===== config.mk =====
export PLATFORM = sky130hd
export DESIGN_NAME = pgwalk_walker
export DESIGN_NICKNAME = d
export VERILOG_FILES = /design/src/design/pgwalk_pkg.sv /design/src/design/pgwalk_walker.sv
export SDC_FILE = /design/constraint.sdc
export NUM_CORES = 1
export LEC_CHECK = 0
export ABC_CLOCK_PERIOD_IN_PS = 13000
export BUFFER_PORTS_ARGS = -buffer_cell sky130_fd_sc_hd__buf_2
export CORE_AREA = 2 2 181 183
export CTS_CLUSTER_SIZE = 28
export DETAILED_ROUTE_END_ITERATION = 12
export DIE_AREA = 0 0 183 185
export GPL_ROUTABILITY_DRIVEN = 0
export PLACE_DENSITY = 0.65
export SYNTH_ARGS = -nofsm -noshare
export SYNTH_HDL_FRONTEND = slang
export SYNTH_SLANG_ARGS = --single-unit

===== constraint.sdc =====
create_clock -name clk -period 13 [get_ports clk]
set_clock_uncertainty 0.1 [all_clocks]
set_input_delay 0.65 -clock clk [delete_from_list [all_inputs] [get_ports clk]]
set_output_delay 0.65 -clock clk [all_outputs]
set_load 0.02 [all_outputs]

===== src/design/pgwalk_pkg.sv =====
`timescale 1ns / 1ps
`default_nettype none
// ============================================================================
// pgwalk_pkg
// Shared types, codes and helpers of the four-level page walk engine.
// ============================================================================
package pgwalk_pkg;

  localparam int TABLE_WORDS_DEF = 4096;
  localparam int INDEX_BITS      = 9;
  localparam int WORD_W          = 50;  // word number: (52-bit address >> 3) + index
  localparam int FRAME_W         = 40;  // entry bits 51..12
  localparam int ENTRY_W         = 64;

  localparam logic [1:0] MODE_LOAD      = 2'd0;
  localparam logic [1:0] MODE_TRANSLATE = 2'd1;
  localparam logic [1:0] MODE_MAP       = 2'd2;

  typedef enum logic [1:0] {
    STAT_OK      = 2'd0,
    STAT_ABSENT  = 2'd1,
    STAT_OUTSIDE = 2'd2,
    STAT_LARGE   = 2'd3
  } status_t;

  typedef enum logic [1:0] {
    W_CLEAR,
    W_IDLE,
    W_WALK,
    W_HOLD
  } walk_state_t;

  typedef struct packed {
    logic present;
    logic writable;
    logic user;
    logic no_execute;
    logic cache_disable;
    logic write_through;
  } flags_t;

  typedef struct packed {
    logic [1:0]  mode;
    logic [47:0] virt_addr;
    logic [51:0] page_addr;
    logic [11:0] mem_word_index;
    logic [63:0] mem_data;
    flags_t      flags;
  } req_t;

  typedef struct packed {
    logic [51:0] result_addr;
    status_t     status;
    logic        leaf_writable;
    logic        leaf_user;
    logic        leaf_no_execute;
    logic        leaf_cache_disable;
    logic        leaf_accessed;
    logic [3:0]  leaf_protection_key;
  } res_t;

  // Word number of entry idx in the table whose frame is given.
  function automatic logic [WORD_W-1:0] word_of(input logic [FRAME_W-1:0] frame,
                                                input logic [INDEX_BITS-1:0] idx);
    word_of = {1'b0, frame, {INDEX_BITS{1'b0}}} + {{(WORD_W-INDEX_BITS){1'b0}}, idx};
  endfunction

  // Index slice of the virtual address for level 0..3.
  function automatic logic [INDEX_BITS-1:0] va_idx(input logic [47:0] va,
                                                   input logic [1:0] lvl);
    case (lvl)
      2'd0:    va_idx = va[47:39];
      2'd1:    va_idx = va[38:30];
      2'd2:    va_idx = va[29:21];
      default: va_idx = va[20:12];
    endcase
  endfunction

  function automatic res_t make_res(input logic [51:0] addr, input status_t st,
                                    input logic [ENTRY_W-1:0] e);
    res_t r;
    r.result_addr         = addr;
    r.status              = st;
    r.leaf_writable       = e[1];
    r.leaf_user           = e[2];
    r.leaf_no_execute     = e[63];
    r.leaf_cache_disable  = e[4];
    r.leaf_accessed       = e[5];
    r.leaf_protection_key = e[62:59];
    make_res = r;
  endfunction

  function automatic res_t fail_res(input status_t st);
    fail_res = make_res(52'd0, st, {ENTRY_W{1'b0}});
  endfunction

endpackage
`default_nettype wire


===== src/design/pgwalk_walker.sv =====
`timescale 1ns / 1ps
`default_nettype none
// ============================================================================
// pgwalk_walker
// Walk sequencer: clearing pass, load, per-level read/check, leaf update,
// and a one-entry hold for a result the output stage cannot take yet.
// ============================================================================
module pgwalk_walker import pgwalk_pkg::*; #(
  parameter int TABLE_WORDS = TABLE_WORDS_DEF,
  parameter int AW          = $clog2(TABLE_WORDS)
) (
  input  wire logic               clk,
  input  wire logic               rst_n,
  input  wire logic [51:0]        root_base,
  input  wire logic               req_valid,
  input  wire req_t               req,
  output logic                    req_stall,
  output logic                    res_valid,
  output res_t                    res,
  input  wire logic               res_ready,
  output logic                    mem_wr_en,
  output logic      [AW-1:0]      mem_wr_addr,
  output logic      [ENTRY_W-1:0] mem_wr_data,
  output logic                    mem_rd_en,
  output logic      [AW-1:0]      mem_rd_addr,
  input  wire logic [ENTRY_W-1:0] mem_rd_data
);

  localparam logic [WORD_W-1:0] LIMIT = WORD_W'(TABLE_WORDS);
  localparam logic [AW-1:0]     LAST  = AW'(TABLE_WORDS - 1);

  walk_state_t         state_r, state_nxt;
  logic [1:0]          lvl_r, lvl_nxt;
  logic [AW-1:0]       clr_cnt_r, clr_cnt_nxt;
  logic                is_map_r;
  logic [47:0]         va_r;
  logic [FRAME_W-1:0]  pa_frame_r;
  flags_t              flags_r;
  logic [AW-1:0]       word_r;
  res_t                hold_r;

  logic                accept;
  logic                fin_valid;
  res_t                fin_res;
  logic [WORD_W-1:0]   first_word, next_word, ld_word;
  logic [ENTRY_W-1:0]  e, new_e;

  assign accept = req_valid && (state_r == W_IDLE);
  assign e      = mem_rd_data;

  assign first_word = word_of(root_base[51:12], req.virt_addr[47:39]);
  assign next_word  = word_of(e[51:12], va_idx(va_r, lvl_r + 2'd1));
  assign ld_word    = WORD_W'(req.mem_word_index);

  // Leaf as map writes it: frame and flags replaced, bits 5..11 and 52..62 kept.
  assign new_e = {flags_r.no_execute, e[62:52], pa_frame_r, e[11:5],
                  flags_r.cache_disable, flags_r.write_through, flags_r.user,
                  flags_r.writable, flags_r.present};

  always_comb begin
    state_nxt   = state_r;
    lvl_nxt     = lvl_r;
    clr_cnt_nxt = clr_cnt_r;
    fin_valid   = 1'b0;
    fin_res     = fail_res(STAT_OK);
    mem_wr_en   = 1'b0;
    mem_wr_addr = word_r;
    mem_wr_data = new_e;
    mem_rd_en   = 1'b0;
    mem_rd_addr = next_word[AW-1:0];

    case (state_r)
      W_CLEAR: begin
        mem_wr_en   = 1'b1;
        mem_wr_addr = clr_cnt_r;
        mem_wr_data = '0;
        clr_cnt_nxt = clr_cnt_r + AW'(1);
        if (clr_cnt_r == LAST) begin
          state_nxt = W_IDLE;
        end
      end
      W_IDLE: begin
        if (accept) begin
          case (req.mode)
            MODE_LOAD: begin
              mem_wr_en   = (ld_word < LIMIT);
              mem_wr_addr = ld_word[AW-1:0];
              mem_wr_data = req.mem_data;
              fin_valid   = 1'b1;
            end
            MODE_TRANSLATE, MODE_MAP: begin
              if (first_word < LIMIT) begin
                mem_rd_en   = 1'b1;
                mem_rd_addr = first_word[AW-1:0];
                lvl_nxt     = 2'd0;
                state_nxt   = W_WALK;
              end else begin
                fin_valid = 1'b1;
                fin_res   = fail_res(STAT_OUTSIDE);
              end
            end
            default: begin
              fin_valid = 1'b1;
            end
          endcase
        end
      end
      W_WALK: begin
        if (lvl_r != 2'd3) begin
          if (!e[0]) begin
            fin_valid = 1'b1;
            fin_res   = fail_res(STAT_ABSENT);
          end else if (lvl_r == 2'd2 && e[7]) begin
            // 2 MiB page at the directory level
            fin_valid = 1'b1;
            fin_res   = is_map_r ? fail_res(STAT_LARGE)
                                 : make_res({e[51:21], va_r[20:0]}, STAT_OK, e);
          end else if (next_word < LIMIT) begin
            mem_rd_en = 1'b1;
            lvl_nxt   = lvl_r + 2'd1;
          end else begin
            fin_valid = 1'b1;
            fin_res   = fail_res(STAT_OUTSIDE);
          end
        end else if (is_map_r) begin
          mem_wr_en = 1'b1;
          fin_valid = 1'b1;
          fin_res   = make_res(52'd0, STAT_OK, new_e);
        end else begin
          fin_valid = 1'b1;
          fin_res   = e[0] ? make_res({e[51:12], va_r[11:0]}, STAT_OK, e)
                           : fail_res(STAT_ABSENT);
        end
      end
      W_HOLD: begin
        if (res_ready) begin
          state_nxt = W_IDLE;
        end
      end
      default: begin
        state_nxt = W_IDLE;
      end
    endcase

    if (fin_valid) begin
      state_nxt = res_ready ? W_IDLE : W_HOLD;
    end
  end

  assign req_stall = (state_r != W_IDLE);
  assign res_valid = (state_r == W_HOLD) || fin_valid;
  assign res       = (state_r == W_HOLD) ? hold_r : fin_res;

  always_ff @(posedge clk) begin
    if (!rst_n) begin
      state_r   <= W_CLEAR;
      lvl_r     <= 2'd0;
      clr_cnt_r <= '0;
    end else begin
      state_r   <= state_nxt;
      lvl_r     <= lvl_nxt;
      clr_cnt_r <= clr_cnt_nxt;
    end
  end

  always_ff @(posedge clk) begin
    if (accept) begin
      is_map_r   <= (req.mode == MODE_MAP);
      va_r       <= req.virt_addr;
      pa_frame_r <= req.page_addr[51:12];
      flags_r    <= req.flags;
    end
    if (mem_rd_en) begin
      word_r <= mem_rd_addr;
    end
    if (fin_valid) begin
      hold_r <= fin_res;
    end
  end

endmodule
`default_nettype wire

==> impl_metrics.prom <==
# TYPE chip_impl_metric gauge
chip_impl_metric{name="timing.final.max_slew_violations",unit=""} 0
chip_impl_info{name="synthMostInstantiatedCell",value="edfxtp_1"} 1
chip_impl_metric{name="post_cts_buffers",unit=""} 0
chip_impl_metric{name="simple_gate_share_of_the_synthesized_area",unit="%"} 11.2
chip_impl_metric{name="globalRoute.totalOverflow",unit=""} 0
chip_impl_metric{name="fmax",unit="GHz"} 0.266
chip_impl_metric{name="power_density",unit="nW/um^2"} 131
chip_impl_metric{name="post_synth_num_cell_types",unit=""} 50
chip_impl_metric{name="ant_nets",unit=""} 0
chip_impl_metric{name="seq_power_share",unit="%"} 44.1
chip_impl_metric{name="grt_pass1_wl",unit="um"} 43300
chip_impl_metric{name="synth.top_cell.area_share",unit="%"} 57.9
chip_impl_info{name="timing.critical_path.slowest_stage_cell",value="nand3_1"} 1
chip_impl_metric{name="totalWireLength",unit="um"} 30700
chip_impl_metric{name="rows",unit=""} 66
chip_impl_metric{name="post_cts.resized_instances",unit=""} 0
chip_impl_metric{name="net-switching-power",unit="W"} 0.000461
chip_impl_metric{name="drt_pre_antenna_iters",unit=""} 5
chip_impl_info{name="setup.worst_path.end_class",value="primary output"} 1
chip_impl_metric{name="cp_max_fo",unit=""} 43
chip_impl_metric{name="cts_made_buffers",unit=""} 17
chip_impl_metric{name="mappedNetlistArea",unit="sq um"} 8820
chip_impl_metric{name="ir_drop",unit="mV"} 0.0669
chip_impl_info{name="setup_repair_after_global_routing_missed_its_margin",value="false"} 1
chip_impl_info{name="run_status",value="finished clean"} 1
chip_impl_info{name="ys_top_cells_by_area",value="edfxtp_1, mux2_2, a22o_1"} 1
chip_impl_metric{name="async_reset_ff_share",unit="%"} 0
chip_impl_metric{name="clk_pin_slew",unit="ps"} 70
chip_impl_metric{name="switching_share",unit="%"} 29.3
chip_impl_metric{name="global_route.usage.total",unit="%"} 17.5
chip_impl_metric{name="cp.arrival",unit="ps"} 3010
chip_impl_info{name="yosys-top-cells-count",value="edfxtp_1, mux2_2, a22o_1, and2_1, nand2_1"} 1
chip_impl_metric{name="remaining_routing_drc_violations",unit=""} 0
chip_impl_metric{name="cp_slowest_stage_delay",unit="ps"} 460
chip_impl_metric{name="floorplan.core_area",unit="sq um"} 32000
chip_impl_metric{name="synth_sequential_area_ratio",unit="%"} 61.5
chip_impl_info{name="hold_path_class",value="input port to flop"} 1
chip_impl_metric{name="cts-htree-levels",unit=""} 4
chip_impl_metric{name="power_frac_clock",unit="%"} 34.4
chip_impl_metric{name="layout.core_utilization",unit="%"} 37.6
chip_impl_metric{name="synth-seq-cells",unit=""} 186
chip_impl_metric{name="cts.path.max_buffers",unit=""} 2
chip_impl_metric{name="power.combinational.fraction",unit="%"} 21.6
chip_impl_metric{name="syn2layout_area_growth",unit="%"} 36.5
chip_impl_metric{name="leakage",unit="nW"} 5.37
chip_impl_metric{name="tightestPinTransition",unit="ps"} 871
chip_impl_metric{name="worst-endpoint-required",unit="ps"} 12250
chip_impl_metric{name="setup_tns",unit="ps"} 0
chip_impl_metric{name="grt_antenna_before_repair",unit=""} 7
chip_impl_metric{name="synthesis.instances",unit=""} 660
chip_impl_metric{name="timing.final.crit_period",unit="ps"} 3760
chip_impl_metric{name="port-buffer-count",unit=""} 433
chip_impl_metric{name="final-hold-violation-count",unit=""} 0
chip_impl_info{name="worst_setup_path_start_kind",value="flop"} 1
chip_impl_metric{name="pin_count_of_the_biggest_net_entering_global_routing",unit=""} 77
chip_impl_metric{name="grt_pass1_vias",unit=""} 7264
chip_impl_metric{name="slew_headroom",unit="%"} 41.9
chip_impl_info{name="clock_tree.root_cell",value="clkbuf_16"} 1
chip_impl_metric{name="synth.net_count",unit=""} 976
chip_impl_metric{name="total_of_hold_buffers_inserted_after_clock_tree_synthesis",unit=""} 0
chip_impl_metric{name="rr_worst_depth",unit=""} 8
chip_impl_metric{name="post_detailed_placement_half_perimeter_wirelength",unit="um"} 23600
chip_impl_info{name="criticalPathCategory",value="flop to primary output"} 1
chip_impl_metric{name="synth_fa_ha_area_share",unit="%"} 1.70
chip_impl_info{name="tritoncts",value="done"} 1
chip_impl_metric{name="synth_compound_area_share",unit="%"} 13.2
chip_impl_metric{name="ys_warn_count",unit=""} 0
chip_impl_metric{name="worst_hold_path.num_cells",unit=""} 1
chip_impl_metric{name="ioPinCount",unit=""} 459
chip_impl_metric{name="muxShareOfSynthArea",unit="%"} 8.54
chip_impl_metric{name="worstSkewPairLatency",unit="ps"} 430
chip_impl_metric{name="first_iter_violations",unit=""} 420
chip_impl_metric{name="fp.dieArea",unit="sq um"} 33900
chip_impl_metric{name="drv.max_cap_violation_count",unit=""} 0
chip_impl_metric{name="synth_xor_area_share",unit="%"} 0.993
chip_impl_metric{name="synth-edff-count",unit=""} 170
chip_impl_metric{name="finalSetupViolations",unit=""} 0
chip_impl_info{name="synth_largest_area_cell",value="edfxtp_1"} 1
chip_impl_metric{name="dr_total_vias",unit=""} 7260
chip_impl_metric{name="internal_power",unit="W"} 0.00111
chip_impl_info{name="synth_top_family_by_area",value="compound AO/OA/AOI/OAI gates"} 1
chip_impl_metric{name="die-height",unit="um"} 185
chip_impl_metric{name="synthesis.area_per_instance",unit="sq um"} 13.4
chip_impl_metric{name="post_drt_via_cell_ratio",unit=""} 4.82
chip_impl_metric{name="initial_core_util",unit="%"} 27.5
chip_impl_metric{name="route.detailed.wl_per_inst",unit="um"} 20.4
chip_impl_metric{name="layout.nets",unit=""} 1396
chip_impl_info{name="synth_ff_type",value="edfxtp_1"} 1
chip_impl_metric{name="die_x",unit="um"} 183
chip_impl_metric{name="fin_crit_sh",unit="%"} 28.9
chip_impl_metric{name="cts_num_sinks",unit=""} 186
chip_impl_info{name="cp_cell_sequence",value="inv_1 > ha_1 > nand3_1 > nor3_4 > buf_4 > and2_1 > mux2_2 > buf_2"} 1
chip_impl_metric{name="post_route_cells_drive_above_1_share",unit="%"} 50.7
final timing paths:
check	slack, ps	from	end
worst max-delay path	9240	state_r[1]	res[19]
worst min-delay path	290	req[100]	pa_frame_r[6]
worst max register to register	9840	state_r[1]	hold_r[2]
worst min register to register	430	clr_cnt_r[8]	clr_cnt_r[8]
per-stage QoR:
stage	std cells	setup WS [ps]	cell area [sq um]	hold slack [ps]	power [W]
after floorplan	660	8630	8820	386	0.000902
after global placement	1469	9450	11400	418	0.00105
after detailed placement	1469	9450	11400	423	0.00105
after CTS	1501	9160	12000	260	0.00160
after global routing	1504	8910	12000	262	0.00165
final	1506	9240	12000	290	0.00157
cell families after synthesis:
family,after synthesis
xor+xnor,10
simple gates,175
buf+inv,65
mux,67
flops,186
fa+ha+maj,12
compound gates,145
layout by cell type (no fill, tap or decap), types with 4 or more instances in the layout:
cell       synthesis  final
a21oi_1           11     10
a221o_1            4      4
a221oi_1           5      5
a222oi_1          17     17
a22o_1            64     64
a22oi_1            9      9
and2_1            60     60
buf_2              2    433
buf_4              0      9
clkbuf_16          0     17
dfxtp_1           16     16
diode_2            0      5
edfxtp_1         170    170
ha_1              12     12
inv_1             21     19
mux2_2            66     66
nand2_1           46     46
nand3_1            7      7
nand4_1           10     10
nor2_1            14     14
nor3_1             6      6
nor4_1            13     13
o21ai_0           20     20
xnor2_1            9      9
registers in the layout, summed over array words and instances, names as in the netlist:
register	cells
va_r	48
lvl_r	2
is_map_r	1
word_r	12
hold_r	63
state_r	2
pa_frame_r	40
clr_cnt_r	12
flags_r	6
cell type report:
type,count,area (sq um)
fill,3141,20000
sequential,186,5430
multi-input combinational,409,3160
timing repair buffer,442,2230
tap,408,510
clock buffer,20,437
clock inverter,12,166
inverter,24,92.6
antenna,5,12.5
layer usage:
| metal | wire (um) | part of all wire, % | global-route usage, % | up-vias |
|---|---|---|---|---|
| met2 | 15800 | 51 | 31.6 | 320 |
| met5 | 7 | 0.023 | 0 | - |
| met1 | 12100 | 40 | 20.1 | 3490 |
| li1 | - | - | - | 3411 |
| met4 | 890 | 2.9 | 6.75 | 2 |
| met3 | 1870 | 6.1 | 4.13 | 37 |
power groups by stage:
| stage | sequential, W | clock, W | combinational (W) |
|---|---|---|---|
| after global placement | 0.000707 | 0 | 0.000341 |
| final | 0.000693 | 0.000541 | 0.000339 |
| after detailed placement | 0.000707 | 0 | 0.000343 |
| after floorplan | 0.000702 | 0 | 0.000200 |
| after CTS | 0.000694 | 0.000557 | 0.000344 |
| after global routing | 0.000696 | 0.000582 | 0.000367 |
critical path: cells and delay by family (launching register included):
family        cells  cell delay (ps)
flops             1              380
fa+ha+maj         1              440
simple gates      3              960
mux               1              160
buf+inv           3              620
Power figures use the tool's default switching activity.
